[src/rtl/cfp_pkg.sv]
// Package for the credit flow packetizer: shared types, codes and constants.
// It depends on nothing; every other file but cfp_stream_if and cfp_ram imports it.
package cfp_pkg;

    // Default depth of the message size queue (top level parameter default).
    localparam int QUEUE_DEPTH_DEF = 16;
    // Header bits carried by every packet.
    localparam int HEADER_BITS = 64;

    localparam int SIZE_W   = 20;  // message size and bits remaining
    localparam int PKT_W    = 16;  // packet size, max packet size, sequence
    localparam int CREDIT_W = 11;  // buffer width, buffer depth, credits
    localparam int OP_W     = 2;
    localparam int CFG_IDX_W  = 2;
    localparam int CFG_DATA_W = 16;

    // Operation codes of an input item.
    localparam logic [OP_W-1:0] OP_PUSH    = 2'd0;
    localparam logic [OP_W-1:0] OP_CREDIT  = 2'd1;
    localparam logic [OP_W-1:0] OP_SERVICE = 2'd2;
    localparam logic [OP_W-1:0] OP_NONE    = 2'd3;

    // Configuration register indexes.
    localparam logic [CFG_IDX_W-1:0] CFG_MAX_PACKET  = 2'd0;
    localparam logic [CFG_IDX_W-1:0] CFG_BUFFER_WIDTH = 2'd1;
    localparam logic [CFG_IDX_W-1:0] CFG_BUFFER_DEPTH = 2'd2;

    // Reset values of the configuration registers.
    localparam logic [PKT_W-1:0]    MAX_PACKET_RST   = 16'd1024;
    localparam logic [CREDIT_W-1:0] BUFFER_WIDTH_RST = 11'd64;
    localparam logic [CREDIT_W-1:0] BUFFER_DEPTH_RST = 11'd16;

    typedef struct packed {
        logic [OP_W-1:0]   operation;
        logic [SIZE_W-1:0] amount;
    } t_in_item;

    typedef struct packed {
        logic                packet_valid;
        logic [PKT_W-1:0]    packet_size;
        logic [PKT_W-1:0]    sequence_number;
        logic                last_packet;
        logic                message_retired;
        logic                push_dropped;
        logic [CREDIT_W-1:0] credits_left;
    } t_out_item;

    // A classified command as the front end hands it to the back end.
    typedef struct packed {
        logic [OP_W-1:0]   kind;
        logic [SIZE_W-1:0] amount;
    } t_cmd;

    typedef struct packed {
        logic valid;
        t_cmd cmd;
    } t_cmd_req;

    typedef struct packed {
        logic [PKT_W-1:0]    max_packet_size;
        logic [CREDIT_W-1:0] buffer_width;
        logic [CREDIT_W-1:0] buffer_depth;
    } t_cfg;

endpackage

[src/rtl/cfp_stream_if.sv]
// Valid/ready stream interface used for the input and result channels.
// The payload type is a parameter; the block uses the item types of cfp_pkg.
interface cfp_stream_if #(
    parameter type t_payload = logic
) ();
    logic     valid;
    logic     ready;
    t_payload payload;

    modport source (output valid, output payload, input ready);
    modport sink   (input valid, input payload, output ready);
endinterface

[src/rtl/credit_flow_packetizer_top.sv]
// Top level of the credit flow packetizer: configuration registers and the
// front and back ends. Depends on cfp_pkg, cfp_stream_if, cfp_front, cfp_back.
//
// The packetizer is the sending side of a network interface. Each input item
// carries an operation and an amount: a push queues a message size (dropped
// and flagged when the queue is full), a credit return adds credits that
// saturate at buffer_depth, and a service step pops the next message when
// none is active, cuts one packet of min(max packet, remaining + header) bits
// when ceil(packet / buffer_width) credits are free, or retires a finished
// message. Every item gives exactly one result item. Pushes, credit returns,
// unused codes and a service step with an empty queue offer their result once
// the back end has taken the command and loaded the output register. A
// service step that retires a message also passes the sizing state, and the
// queue read state before it when it also pops the message. A service step
// that sizes a packet passes through these steps: the back end takes the
// command, sizes the packet, runs a restoring divider that produces one
// quotient bit per cycle over the 16-bit packet size, checks and takes the
// credits and loads the result register, with a queue read before the
// sizing on a pop. A stalled receiver adds its stall cycles on top. A
// two-entry command queue in the front end takes new items while the back
// end works, and the output register holds a finished result while the
// next item is already started.
// Configuration writes take effect at once and are meant for idle periods;
// the message queue needs no clearing pass after reset.
module credit_flow_packetizer_top #(
    parameter int QUEUE_DEPTH = cfp_pkg::QUEUE_DEPTH_DEF
) (
    input  logic                             i_clk,
    input  logic                             i_rst_n,
    cfp_stream_if.sink                       i_cmd,
    cfp_stream_if.source                     o_res,
    input  logic                             i_cfg_we,
    input  logic [cfp_pkg::CFG_IDX_W-1:0]    i_cfg_index,
    input  logic [cfp_pkg::CFG_DATA_W-1:0]   i_cfg_data
);
    import cfp_pkg::*;

    t_cfg     r_cfg;
    t_cmd_req req;
    logic     req_ready;

    // Configuration registers. A write to an index beyond the list is ignored.
    always_ff @(posedge i_clk) begin
        if (!i_rst_n) begin
            r_cfg.max_packet_size <= MAX_PACKET_RST;
            r_cfg.buffer_width    <= BUFFER_WIDTH_RST;
            r_cfg.buffer_depth    <= BUFFER_DEPTH_RST;
        end else if (i_cfg_we) begin
            unique case (i_cfg_index)
                CFG_MAX_PACKET:   r_cfg.max_packet_size <= i_cfg_data;
                CFG_BUFFER_WIDTH: r_cfg.buffer_width    <= i_cfg_data[CREDIT_W-1:0];
                CFG_BUFFER_DEPTH: r_cfg.buffer_depth    <= i_cfg_data[CREDIT_W-1:0];
                default: begin
                end
            endcase
        end
    end

    // The front end decouples item acceptance from the sequencer.
    cfp_front u_front (
        .i_clk       (i_clk),
        .i_rst_n     (i_rst_n),
        .i_cmd       (i_cmd),
        .o_req       (req),
        .i_req_ready (req_ready)
    );

    // The back end owns the message queue, credits and packet sequencing.
    cfp_back #(
        .QUEUE_DEPTH (QUEUE_DEPTH)
    ) u_back (
        .i_clk       (i_clk),
        .i_rst_n     (i_rst_n),
        .i_req       (req),
        .o_req_ready (req_ready),
        .i_cfg       (r_cfg),
        .o_res       (o_res)
    );
endmodule

[src/rtl/cfp_ram.sv]
// Generic single write port, single read port RAM with registered read data.
// It depends on nothing.
module cfp_ram #(
    parameter int WIDTH = 8,
    parameter int DEPTH = 16
) (
    input  logic                     i_clk,
    input  logic                     i_we,
    input  logic [$clog2(DEPTH)-1:0] i_waddr,
    input  logic [WIDTH-1:0]         i_wdata,
    input  logic                     i_re,
    input  logic [$clog2(DEPTH)-1:0] i_raddr,
    output logic [WIDTH-1:0]         o_rdata
);
    logic [WIDTH-1:0] r_mem [DEPTH];
    logic [WIDTH-1:0] r_rdata;

    always_ff @(posedge i_clk) begin
        if (i_we) begin
            r_mem[i_waddr] <= i_wdata;
        end
        if (i_re) begin
            r_rdata <= r_mem[i_raddr];
        end
    end

    assign o_rdata = r_rdata;
endmodule

[src/rtl/cfp_front.sv]
// Front end: accepts input items, classifies them and holds them in a
// two-entry command queue for the back end. Depends on cfp_pkg, cfp_stream_if.
module cfp_front (
    input  logic              i_clk,
    input  logic              i_rst_n,
    cfp_stream_if.sink        i_cmd,
    output cfp_pkg::t_cmd_req o_req,
    input  logic              i_req_ready
);
    import cfp_pkg::*;

    t_cmd       r_slot [2];
    logic       r_wr;
    logic       r_rd;
    logic [1:0] r_cnt;
    t_cmd       cls;
    logic       push;
    logic       pop;

    // Unused operation codes become a command that only reports credits.
    always_comb begin
        cls.amount = i_cmd.payload.amount;
        unique case (i_cmd.payload.operation)
            OP_PUSH:    cls.kind = OP_PUSH;
            OP_CREDIT:  cls.kind = OP_CREDIT;
            OP_SERVICE: cls.kind = OP_SERVICE;
            default:    cls.kind = OP_NONE;
        endcase
    end

    assign i_cmd.ready = (r_cnt != 2'd2);
    assign push        = i_cmd.valid && i_cmd.ready;
    assign o_req.valid = (r_cnt != 2'd0);
    assign o_req.cmd   = r_slot[r_rd];
    assign pop         = o_req.valid && i_req_ready;

    always_ff @(posedge i_clk) begin
        if (push) begin
            r_slot[r_wr] <= cls;
        end
    end

    always_ff @(posedge i_clk) begin
        if (!i_rst_n) begin
            r_wr  <= 1'b0;
            r_rd  <= 1'b0;
            r_cnt <= 2'd0;
        end else begin
            if (push) begin
                r_wr <= ~r_wr;
            end
            if (pop) begin
                r_rd <= ~r_rd;
            end
            r_cnt <= r_cnt + 2'(push) - 2'(pop);
        end
    end
endmodule

[src/rtl/cfp_div.sv]
// Iterative restoring divider, one quotient bit per cycle, used to turn a
// packet size into a credit count. Depends on cfp_pkg.
module cfp_div (
    input  logic                          i_clk,
    input  logic                          i_rst_n,
    input  logic                          i_start,
    input  logic [cfp_pkg::PKT_W-1:0]     i_dividend,
    input  logic [cfp_pkg::CREDIT_W-1:0]  i_divisor,
    output logic                          o_done,
    output logic [cfp_pkg::PKT_W-1:0]     o_quot,
    output logic [cfp_pkg::CREDIT_W-1:0]  o_rem
);
    import cfp_pkg::*;

    localparam int CNT_W = $clog2(PKT_W);

    logic                r_busy;
    logic                r_done;
    logic [CNT_W-1:0]    r_cnt;
    logic [PKT_W-1:0]    r_quot;
    logic [CREDIT_W-1:0] r_rem;
    logic [CREDIT_W-1:0] r_div;
    logic [CREDIT_W:0]   trial;
    logic [CREDIT_W:0]   diff;
    logic                ge;

    // The dividend shifts out of the top of r_quot while quotient bits
    // shift in at the bottom.
    assign trial = {r_rem, r_quot[PKT_W-1]};
    assign diff  = trial - {1'b0, r_div};
    assign ge    = (trial >= {1'b0, r_div});

    always_ff @(posedge i_clk) begin
        if (i_start) begin
            r_quot <= i_dividend;
            r_rem  <= '0;
            r_div  <= i_divisor;
        end else if (r_busy) begin
            r_quot <= {r_quot[PKT_W-2:0], ge};
            r_rem  <= ge ? diff[CREDIT_W-1:0] : trial[CREDIT_W-1:0];
        end
    end

    always_ff @(posedge i_clk) begin
        if (!i_rst_n) begin
            r_busy <= 1'b0;
            r_done <= 1'b0;
            r_cnt  <= '0;
        end else begin
            r_done <= 1'b0;
            if (i_start) begin
                r_busy <= 1'b1;
                r_cnt  <= CNT_W'(PKT_W - 1);
            end else if (r_busy) begin
                if (r_cnt == '0) begin
                    r_busy <= 1'b0;
                    r_done <= 1'b1;
                end else begin
                    r_cnt <= r_cnt - 1'b1;
                end
            end
        end
    end

    assign o_done = r_done;
    assign o_quot = r_quot;
    assign o_rem  = r_rem;
endmodule

[src/rtl/cfp_back.sv]
// Back end: message size queue, credit counter, packet sequencer and result
// register. Depends on cfp_pkg, cfp_stream_if, cfp_ram and cfp_div.
module cfp_back #(
    parameter int QUEUE_DEPTH = cfp_pkg::QUEUE_DEPTH_DEF
) (
    input  logic              i_clk,
    input  logic              i_rst_n,
    input  cfp_pkg::t_cmd_req i_req,
    output logic              o_req_ready,
    input  cfp_pkg::t_cfg     i_cfg,
    cfp_stream_if.source      o_res
);
    import cfp_pkg::*;

    localparam int AW = $clog2(QUEUE_DEPTH);
    localparam int CW = $clog2(QUEUE_DEPTH + 1);
    localparam logic [CW-1:0] DEPTH_C  = CW'(QUEUE_DEPTH);
    localparam logic [AW-1:0] LAST_IDX = AW'(QUEUE_DEPTH - 1);
    localparam logic [AW:0]   DEPTH_W  = (AW + 1)'(QUEUE_DEPTH);
    localparam logic [PKT_W-1:0] HDR    = PKT_W'(HEADER_BITS);
    localparam logic [PKT_W-1:0] HDR_P1 = PKT_W'(HEADER_BITS + 1);

    localparam logic [2:0] S_IDLE = 3'd0;
    localparam logic [2:0] S_POP  = 3'd1;
    localparam logic [2:0] S_SIZE = 3'd2;
    localparam logic [2:0] S_DIV  = 3'd3;
    localparam logic [2:0] S_EMIT = 3'd4;

    logic [2:0]          r_state, n_state;
    logic [AW-1:0]       r_q_head, n_q_head;
    logic [CW-1:0]       r_q_count, n_q_count;
    logic                r_active, n_active;
    logic [SIZE_W-1:0]   r_bits_rem, n_bits_rem;
    logic [PKT_W-1:0]    r_seq, n_seq;
    logic [CREDIT_W-1:0] r_credit, n_credit;
    logic [PKT_W-1:0]    r_psize, n_psize;
    t_out_item           r_res, n_res;
    logic                r_out_valid, n_out_valid;
    t_out_item           r_out, n_out;

    logic                ram_we;
    logic                ram_re;
    logic [AW-1:0]       tail;
    logic [AW:0]         tail_sum;
    logic [AW-1:0]       head_next;
    logic [SIZE_W-1:0]   ram_rdata;

    logic [PKT_W-1:0]    maxp;
    logic [CREDIT_W-1:0] width_eff;
    logic [SIZE_W:0]     size_sum;
    logic [PKT_W-1:0]    psize_calc;
    logic [SIZE_W:0]     credit_sum;
    logic [CREDIT_W-1:0] credit_sat;
    logic [PKT_W-1:0]    payload_bits;
    logic [SIZE_W-1:0]   bits_rem_next;
    logic [PKT_W:0]      need;
    logic [CREDIT_W-1:0] credit_after;

    logic                div_start;
    logic                div_done;
    logic [PKT_W-1:0]    div_quot;
    logic [CREDIT_W-1:0] div_rem;

    // Queue addressing; the depth need not be a power of two.
    assign tail_sum  = (AW + 1)'(r_q_head) + (AW + 1)'(r_q_count);
    assign tail      = (tail_sum >= DEPTH_W) ? AW'(tail_sum - DEPTH_W) : tail_sum[AW-1:0];
    assign head_next = (r_q_head == LAST_IDX) ? '0 : r_q_head + 1'b1;

    cfp_ram #(
        .WIDTH (SIZE_W),
        .DEPTH (QUEUE_DEPTH)
    ) u_queue (
        .i_clk   (i_clk),
        .i_we    (ram_we),
        .i_waddr (tail),
        .i_wdata (i_req.cmd.amount),
        .i_re    (ram_re),
        .i_raddr (r_q_head),
        .o_rdata (ram_rdata)
    );

    // Packet sizing: the effective maximum always leaves one payload bit.
    assign maxp       = (i_cfg.max_packet_size < HDR_P1) ? HDR_P1 : i_cfg.max_packet_size;
    assign width_eff  = (i_cfg.buffer_width == '0) ? CREDIT_W'(1) : i_cfg.buffer_width;
    assign size_sum   = (SIZE_W + 1)'(r_bits_rem) + (SIZE_W + 1)'(HEADER_BITS);
    assign psize_calc = (size_sum > (SIZE_W + 1)'(maxp)) ? maxp : size_sum[PKT_W-1:0];

    assign credit_sum = (SIZE_W + 1)'(r_credit) + (SIZE_W + 1)'(i_req.cmd.amount);
    assign credit_sat = (credit_sum > (SIZE_W + 1)'(i_cfg.buffer_depth)) ?
                        i_cfg.buffer_depth : credit_sum[CREDIT_W-1:0];

    assign payload_bits  = r_psize - HDR;
    assign bits_rem_next = r_bits_rem - SIZE_W'(payload_bits);
    assign need          = (PKT_W + 1)'(div_quot) + (PKT_W + 1)'(div_rem != '0);
    assign credit_after  = r_credit - need[CREDIT_W-1:0];

    assign div_start = (r_state == S_SIZE) && (r_bits_rem != '0);

    cfp_div u_div (
        .i_clk      (i_clk),
        .i_rst_n    (i_rst_n),
        .i_start    (div_start),
        .i_dividend (psize_calc),
        .i_divisor  (width_eff),
        .o_done     (div_done),
        .o_quot     (div_quot),
        .o_rem      (div_rem)
    );

    assign o_req_ready = (r_state == S_IDLE);

    always_comb begin
        n_state     = r_state;
        n_q_head    = r_q_head;
        n_q_count   = r_q_count;
        n_active    = r_active;
        n_bits_rem  = r_bits_rem;
        n_seq       = r_seq;
        n_credit    = r_credit;
        n_psize     = r_psize;
        n_res       = r_res;
        n_out       = r_out;
        n_out_valid = r_out_valid;
        ram_we      = 1'b0;
        ram_re      = 1'b0;

        if (r_out_valid && o_res.ready) begin
            n_out_valid = 1'b0;
        end

        unique case (r_state)
            S_IDLE: begin
                if (i_req.valid) begin
                    n_res = '0;
                    n_res.credits_left = r_credit;
                    n_state = S_EMIT;
                    unique case (i_req.cmd.kind)
                        OP_PUSH: begin
                            if (r_q_count >= DEPTH_C) begin
                                n_res.push_dropped = 1'b1;
                            end else begin
                                ram_we    = 1'b1;
                                n_q_count = r_q_count + 1'b1;
                            end
                        end
                        OP_CREDIT: begin
                            n_credit           = credit_sat;
                            n_res.credits_left = credit_sat;
                        end
                        OP_SERVICE: begin
                            if (!r_active) begin
                                if (r_q_count != '0) begin
                                    ram_re    = 1'b1;
                                    n_q_head  = head_next;
                                    n_q_count = r_q_count - 1'b1;
                                    n_active  = 1'b1;
                                    n_state   = S_POP;
                                end
                            end else begin
                                n_state = S_SIZE;
                            end
                        end
                        default: begin
                        end
                    endcase
                end
            end
            S_POP: begin
                n_bits_rem = ram_rdata;
                n_state    = S_SIZE;
            end
            S_SIZE: begin
                if (r_bits_rem == '0) begin
                    n_active              = 1'b0;
                    n_seq                 = '0;
                    n_res.message_retired = 1'b1;
                    n_state               = S_EMIT;
                end else begin
                    n_psize = psize_calc;
                    n_state = S_DIV;
                end
            end
            S_DIV: begin
                if (div_done) begin
                    if (need <= (PKT_W + 1)'(r_credit)) begin
                        n_credit              = credit_after;
                        n_bits_rem            = bits_rem_next;
                        n_seq                 = r_seq + 1'b1;
                        n_res.packet_valid    = 1'b1;
                        n_res.packet_size     = r_psize;
                        n_res.sequence_number = r_seq;
                        n_res.last_packet     = (bits_rem_next == '0);
                        n_res.credits_left    = credit_after;
                    end
                    n_state = S_EMIT;
                end
            end
            S_EMIT: begin
                if (!r_out_valid || o_res.ready) begin
                    n_out       = r_res;
                    n_out_valid = 1'b1;
                    n_state     = S_IDLE;
                end
            end
            default: begin
                n_state = S_IDLE;
            end
        endcase
    end

    always_ff @(posedge i_clk) begin
        if (!i_rst_n) begin
            r_state     <= S_IDLE;
            r_q_head    <= '0;
            r_q_count   <= '0;
            r_active    <= 1'b0;
            r_bits_rem  <= '0;
            r_seq       <= '0;
            r_credit    <= BUFFER_DEPTH_RST;
            r_out_valid <= 1'b0;
        end else begin
            r_state     <= n_state;
            r_q_head    <= n_q_head;
            r_q_count   <= n_q_count;
            r_active    <= n_active;
            r_bits_rem  <= n_bits_rem;
            r_seq       <= n_seq;
            r_credit    <= n_credit;
            r_out_valid <= n_out_valid;
        end
    end

    always_ff @(posedge i_clk) begin
        r_psize <= n_psize;
        r_res   <= n_res;
        r_out   <= n_out;
    end

    assign o_res.valid   = r_out_valid;
    assign o_res.payload = r_out;

    a_count_bound: assert property (@(posedge i_clk) disable iff (!i_rst_n)
        r_q_count <= DEPTH_C)
        else $error("message queue count exceeds its depth");

    a_pop_read: assert property (@(posedge i_clk) disable iff (!i_rst_n)
        (r_state == S_POP) |-> $past(ram_re))
        else $error("queue data taken without a read in the previous cycle");

    a_emit_load: assert property (@(posedge i_clk) disable iff (!i_rst_n)
        (r_state == S_EMIT && (!r_out_valid || o_res.ready)) |=>
        (r_out_valid && r_state == S_IDLE))
        else $error("pending result was not loaded into the output register");

    a_last_flag: assert property (@(posedge i_clk) disable iff (!i_rst_n)
        (r_out_valid && r_out.last_packet) |->
        (r_out.packet_valid && !r_out.message_retired))
        else $error("last packet flag without an emitted packet");
endmodule

[src/flat_wrapper.sv]
// flat-port wrapper written by rule: the top's interface ports become plain ports
module credit_flow_packetizer_top_flat import cfp_pkg::*;
#(
    parameter int QUEUE_DEPTH = cfp_pkg::QUEUE_DEPTH_DEF
)
  (i_clk, i_rst_n, i_cfg_we, i_cfg_index, i_cfg_data, i_cmd_valid, i_cmd_payload, i_cmd_ready, o_res_valid, o_res_payload, o_res_ready);
  cfp_stream_if #(.t_payload(t_in_item)) i_cmd_i ();
  cfp_stream_if #(.t_payload(t_out_item)) o_res_i ();
  input  logic i_clk;
  input  logic i_rst_n;
  input  logic i_cfg_we;
  input  logic [cfp_pkg::CFG_IDX_W-1:0] i_cfg_index;
  input  logic [cfp_pkg::CFG_DATA_W-1:0] i_cfg_data;
  input wire logic [$bits(i_cmd_i.valid)-1:0] i_cmd_valid;
  input wire logic [$bits(i_cmd_i.payload)-1:0] i_cmd_payload;
  output wire logic [$bits(i_cmd_i.ready)-1:0] i_cmd_ready;
  output wire logic [$bits(o_res_i.valid)-1:0] o_res_valid;
  output wire logic [$bits(o_res_i.payload)-1:0] o_res_payload;
  input wire logic [$bits(o_res_i.ready)-1:0] o_res_ready;
  assign i_cmd_i.valid = i_cmd_valid;
  assign i_cmd_i.payload = i_cmd_payload;
  assign i_cmd_ready = i_cmd_i.ready;
  assign o_res_valid = o_res_i.valid;
  assign o_res_payload = o_res_i.payload;
  assign o_res_i.ready = o_res_ready;
  credit_flow_packetizer_top #(.QUEUE_DEPTH(QUEUE_DEPTH)) u_core (.i_clk(i_clk), .i_rst_n(i_rst_n), .i_cmd(i_cmd_i), .o_res(o_res_i), .i_cfg_we(i_cfg_we), .i_cfg_index(i_cfg_index), .i_cfg_data(i_cfg_data));
endmodule
[config.mk]
export PLATFORM = sky130hd
export DESIGN_NAME = credit_flow_packetizer_top_flat
export DESIGN_NICKNAME = d
export VERILOG_FILES = /design/src/rtl/cfp_pkg.sv /design/src/rtl/cfp_stream_if.sv /design/src/rtl/credit_flow_packetizer_top.sv /design/src/rtl/cfp_ram.sv /design/src/rtl/cfp_front.sv /design/src/rtl/cfp_div.sv /design/src/rtl/cfp_back.sv /design/src/flat_wrapper.sv
export SDC_FILE = /design/constraint.sdc
export NUM_CORES = 1
export LEC_CHECK = 0
export BUFFER_PORTS_ARGS = -buffer_cell sky130_fd_sc_hd__buf_2
export CELL_PAD_IN_SITES_DETAIL_PLACEMENT = 1
export CELL_PAD_IN_SITES_GLOBAL_PLACEMENT = 1
export CORE_MARGIN = 1.5
export CORE_UTILIZATION = 52
export CTS_CLUSTER_SIZE = 16
export DETAILED_ROUTE_END_ITERATION = 6
export PLACE_DENSITY = 0.83
export SLEW_MARGIN = 15
export SYNTH_ARGS = -nofsm -noshare
export SYNTH_HDL_FRONTEND = slang
export SYNTH_SLANG_ARGS = --single-unit
[constraint.sdc]
create_clock -name i_clk -period 6.6 [get_ports i_clk]
set_input_delay 0.99 -clock i_clk [delete_from_list [all_inputs] [get_ports i_clk]]
set_output_delay 0.99 -clock i_clk [all_outputs]
set_load 0.02 [all_outputs]
# [Yosys cells after proc, flatten, opt, wreduce, memory -nomap -nowiden]
# Memory sizes are Yosys's and may differ from the RTL's. A register that Yosys moved wholly into a read port is not among the register bits.
# Cells that the tools add are included.
# Widths: inputs -> output; s select.
[word_totals] n_memories=2 elab_cells=200 ramBits=364 output_inout_bits=49 inputBits=45 register_bits=257
[op_classes] n_eq_ne=22 n_reduce_logical=40 n_bitwise=6 addsub=16 n_mux=72 order_cmp=7
[memory_table] memory="u_core.u_back.u_queue.r_mem" words=16 word_bits=20 read_ports=1 rd_ports_with_merged_regs=1 wr=1 line_no="cfp_ram.sv:15" rtl="logic [WIDTH-1:0] r_mem [DEPTH];"
[memory_table] memory="u_core.u_front.r_slot" words=2 word_bits=22 read_ports=1 rd_ports_with_merged_regs=1 wr=1 line_no="cfp_front.sv:12" rtl="t_cmd r_slot [2];"
[ops] op="$mux 16" n=7
[ops] op="$mux 34" n=2
[ops] op="$pmux 34 s2" n=1
[ops] op="$mux 11" n=6
[ops] op="$mux 47" n=1
[ops] op="$pmux 11 s2" n=2
[ops] op="$logic_not 20->1" n=2
[ops] op="$mux 20" n=2
[ops] op="$pmux 20 s2" n=1
[ops] op="$pmux 16 s2" n=1
[ops] op="$mux 1" n=29
[ops] op="$sub 11x11->11" n=2
[ops] op="$add 11x20->21" n=1
[ops] op="$add 20x7->21 const B" n=1
[ops] op="$gt 21x11->1" n=1
[ops] op="$gt 21x16->1" n=1
[ops] op="$mux 3" n=7
[ops] op="$mux 4" n=5
[ops] op="$reduce_bool 20->1" n=1
[ops] op="$sub 20x16->20" n=1
[ops] op="$ne 2x2->1 const B" n=9
[ops] op="$add 16x1->17" n=1
[ops] op="$le 17x11->1" n=1
[ops] op="$add 16x1->16 const B" n=1
[ops] op="other kinds (40)" n=77

# [Logic depth before layout (Yosys ltp)]
[depth] ltp_word=7 mapped_depth=25 mapped_depth_nobuf=20

# [By module]
# Synthesis repeated with hierarchy kept, for this count alone.
[unflattened] hier_cells=2143 hier_area_um2=29293.1
[by_module_without_submodules] module="cfp_ram" n_inst=1 seq_area_each_um2=10209.8 cells_each=533 area_each_um2=12731.0
[by_module_without_submodules] module="cfp_back" n_inst=1 seq_area_each_um2=4524.3 cells_each=1156 area_each_um2=10841.6
[by_module_without_submodules] module="cfp_div" n_inst=1 seq_area_each_um2=1151.1 cells_each=209 area_each_um2=2396.0
[by_module_without_submodules] module="cfp_front" n_inst=1 seq_area_each_um2=1421.4 cells_each=99 area_each_um2=1849.3
[by_module_without_submodules] module="credit_flow_packetizer_top" n_inst=1 seq_area_each_um2=760.7 cells_each=146 area_each_um2=1475.2

# [Least setup slack after synthesis]
# OpenSTA, ideal clock, no wires.
[synth_path] path_kind="register to register" from="reg u_core.u_back.u_div.r_rem[2] (netlist: u_core.u_back.u_div.o_rem[2])" to="reg u_core.u_back.r_res[0] (netlist bit), enable pin" path_stages_with_launch=17 path_buffers=1 path_slack_ns=1.609 arrival_ns=4.564 required_time_ns=6.173 period_less_slack_ns=4.991 setup_ns=0.427 cell_sequence="dfxtp_1 -> nor4_1 -> nand3_1 -> ha_1 -> ha_1 -> nand3_1 -> inv_1 -> nand3_1 -> xnor2_1 -> ha_1 -> nor2b_1 -> a2111oi_0 -> nor2b_1 -> a221o_2 -> nand4_2 -> a21oi_1 -> clkbuf_1"
[synth_via] elab_chain_len=5
[synth_lines] element="from (decl)" line_no="cfp_div.sv:21" rtl="logic [CREDIT_W-1:0] r_rem;"
[synth_lines] element="from (signal assigned)" line_no="cfp_div.sv:40" rtl="r_rem <= ge ? diff[CREDIT_W-1:0] : trial[CREDIT_W-1:0];"
[synth_lines] element="$reduce_bool 11->1" line_no="cfp_back.sv:94" rtl="assign need = (PKT_W + 1)'(div_quot) + (PKT_W + 1)'(div_rem != '0);"
[synth_lines] element="$add 16x1->17" line_no="cfp_back.sv:94"
[synth_lines] element="$le 17x11->1" line_no="cfp_back.sv:185" rtl="if (need <= (PKT_W + 1)'(r_credit)) begin"
[synth_lines] element="$ne 2x2->1 (no source line)"
[synth_lines] element="$reduce_and 4->1 (no source line)"
[synth_lines] element="to (signal assigned)" line_no="cfp_back.sv:235" rtl="r_res <= n_res;"
[synth_lines] element="to (decl)" line_no="cfp_back.sv:37" rtl="t_out_item r_res, n_res;"
# No other way between the ends.
# A chain may end at the register's enable or synchronous reset.

==> impl_metrics.csv <==
group,metric,value,unit
outcome,status,"finished, final reports clean",
final_layout,nets,2335,
critical_path,endpoint_kind,"register",
clocking,clk_latency,0.63,ns
clocking,numClockSinks,642,
die,core_region_area,55090,sq um
sta,hold_slack,0.4184,ns
sta,setup_violations,0,
detailed_routing,drt_iter0_drc,1521,
logic_synthesis,syn_nets,2248,
sta,hold_viol,0,
logic_synthesis,yosysMostFrequentCell,"edfxtp_1",
clocking,htreeDepth,3,
power_and_ir_drop,ir_drop,0.2430,mV
critical_path,worstSetupPathType,"register to register",
global_routing,track_usage,0.2947,
placed_design,numPlacedInstances,2860,
logic_synthesis,avgSynthCellArea,13.84,sq um
clocking,cts_hold_buffers,0,
detailed_routing,dr.pass1.iters,6,
sta,fin_crit_sh,0.8654,
power_and_ir_drop,p_leak,11.68,nW
placed_design,io_buffers,93,
placed_design,place_congestion,0.9375,
final_layout,syn2layout_area_growth,12.28,%
clocking,clockRootBuffer,"clkbuf_16",
sta,slew_headroom,0.2212,
clocking,cts_setup_buffers,0,
sta,max_freq,175.1,MHz
logic_synthesis,yosysTopAreaCell,"edfxtp_1",
global_routing,grt_pass1_wl,123600,microns
final_layout,final_cells,2982,
clocking,cts_tree,"yes",
sta,rsz0062_at_grt,"no",
logic_synthesis,synth_edf_count,521,
logic_synthesis,ys_top_cells_by_area,"edfxtp_1 (54%), dfxtp_1 (8.4%), mux4_2 (7.8%)",
critical_path,start_kind,"register",
power_and_ir_drop,switching_share,0.3132,
detailed_routing,drc,0,
critical_path,crit_path_cell_trace,"buf_4 -> mux2_2 -> ha_1 -> a21o_1 -> a31oi_1 -> nand2_1 -> a21o_1 -> a21oi_1 -> xnor2_1 -> ha_1 -> and3_1 -> a221oi_1 -> a21oi_1 -> nor4_1 -> nand2_1 -> mux2_2 -> o21a_1 -> o221a_2",
sta,slew_violations,0,
detailed_routing,drtAntennaViolNets,0,
power_and_ir_drop,power.internal,8.203,mW
sta,tightest_slew,1.167,ns
detailed_routing,wl,82340,microns
logic_synthesis,async_flop_share,0,
clocking,cts-buffers-inserted,68,
die,die_w,239.1,microns
global_routing,grt_max_degree,61,
min_path,hp-class,"register to register",
die,dieHeight,239.1,microns
final_layout,drive_above_1_share,0.1844,
sta,setup_slack,0.8880,ns
final_layout,antenna_cells,0,
global_routing,grt_pass1_vias,19750,
power_and_ir_drop,seqPwrFrac,0.447,
logic_synthesis,netlist_top_cells_count,"edfxtp_1 (521), nand2_1 (145), nor2_1 (133)",
placed_design,dp_hpwl,53510,microns
clocking,cts-resized-gates,0,
clocking,clk_pin_slew_worst_paths,0.07,ns
logic_synthesis,synthCells,2095,
critical_path,required,7.11,ns
critical_path,crit_buf_inv,1,
run,cap_violations,0,
critical_path,worstPathMaxFanout,30,
sta,finalCriticalPeriod,5.712,ns
global_routing,grt_overflow,0,
critical_path,critical-path-max-stage-delay,0.53,ns
logic_synthesis,synth_top_area_frac,0.5397,
critical_path,arrival,6.22,ns
power_and_ir_drop,power_frac_comb,0.231,
die,dieArea,57170,sq um
die,rows,86,
logic_synthesis,netlist_area,28990,sq um
detailed_routing,via_per_inst,6.303,
global_routing,antenna_found_initial,0,
placed_design,pre_cts_ws,1.052,ns
power_and_ir_drop,p_clk_frac,0.322,
logic_synthesis,ys_seq_elements,642,
critical_path,critPathTopFamily,"compound AO/OA/AOI/OAI gates",
sta,fin_tns_setup,0,ns
clocking,ctsLongestPathBuffers,3,
power_and_ir_drop,p_sw,3.741,mW
sta,clock_skew,0.02273,ns
detailed_routing,wl_per_cell,27.61,microns
critical_path,cp_slowest_cell,"mux2_2",
power_and_ir_drop,power_density,367.0,nW/um^2
min_path,min-delay-start,"u_core.u_back.r_res[39]$_DFFE_PP_",
die,start_util,0.5261,
logic_synthesis,synth_cell_types,80,
logic_synthesis,synthFlopType,"edfxtp_1",
logic_synthesis,synth_warnings,0,
detailed_routing,vias,18800,
logic_synthesis,ys_seq_area_frac,0.6233,
die,io_pins,94,
kinds of logic after synthesis:
| kind of cell | synth area share |
|---|---|
| DFF | 0.6233 |
| and+or+nand+nor | 0.09013 |
| AOI/OAI and AO/OA | 0.07757 |
| buffers and inverters | 0.02681 |
| muxes | 0.1117 |
| adders and majority gates | 0.04817 |
| xor gates and xnor gates | 0.02236 |
cell type report:
type	instances	area [sq um]
clock buffer	87	1826
clock inverter	35	374.1
fill	5279	22550
inverter	106	397.9
multi-input combinational	1250	10300
sequential	642	18080
tap	748	935.9
timing repair buffer	114	635.6
power by group through the flow:
| stage | clock network, mW | registers [mW] | logic (mW) |
|---|---|---|---|
| finish | 3.84 | 5.34 | 2.76 |
| CTS | 3.89 | 5.34 | 2.72 |
| detailed placement | 0 | 5.42 | 2.68 |
| global placement | 0 | 5.39 | 2.52 |
| global route | 4.00 | 5.37 | 2.98 |
| floorplan | 0 | 5.39 | 1.74 |
cells in the final DEF (no fill, tap or decap), drive strengths merged, types with 77 or more instances in the layout:
cell type,count
clkbuf,87
buf,114
edfxtp,521
dfxtp,121
nor2,133
nand2,146
a21oi,105
mux4,100
ha,102
o21ai,77
inv,107
per-stage QoR:
stage	total power [mW]	util	instance area, sq um
6_report	11.94	0.5907	32550
4_1_cts	11.95	0.5906	32540
3_3_place_gp	7.910	0.5507	30340
5_1_grt	12.35	0.5907	32550
3_5_place_dp	8.098	0.5507	30340
2_1_floorplan	7.126	-	28990
sequential cells by signal, indices dropped and copies added (netlist names), 2 cells and up, named ones only:
signal and count:
u_core.u_back.r_credit 11, u_core.r_cfg 38, u_core.u_back.u_queue.o_rdata 20, u_core.u_back.u_div.r_div 11, u_core.u_back.u_div.o_quot 16, u_core.u_back.u_queue.r_mem 320
u_core.u_back.r_q_count 5, u_core.u_back.r_bits_rem 20, u_core.u_back.r_state 3, u_core.u_back.r_seq 16, u_core.u_back.u_div.o_rem 11, u_core.u_back.u_div.r_cnt 4
u_core.u_back.r_res 47, u_core.u_front.r_slot 44, u_core.u_back.r_psize 16, u_core.u_back.o_res.payload 47, u_core.u_back.r_q_head 4, u_core.u_front.r_cnt 2
path summary, 6_finish.rpt:
check                                                    to  slack, ns  depth (start not counted)
setup / recovery     u_core.u_back.r_credit[0]$_SDFFE_PN0P_       0.89                         18
hold / removal    u_core.u_back.o_res.payload[39]$_DFFE_PP_       0.42                          0
setup reg to reg     u_core.u_back.r_credit[0]$_SDFFE_PN0P_       0.89                         18
hold reg to reg   u_core.u_back.o_res.payload[39]$_DFFE_PP_       0.42                          0
routing by layer:
| layer | track usage | routed length (microns) | up-vias |
|---|---|---|---|
| met1 | 0.3675 | 32250 | 9605 |
| met2 | 0.4959 | 40560 | 830 |
| met5 | 0 | 0 | - |
| li1 | - | - | 8135 |
| met4 | 0.1525 | 4053 | 0 |
| met3 | 0.04931 | 5476 | 226 |
(Power assumes the default switching activity.)
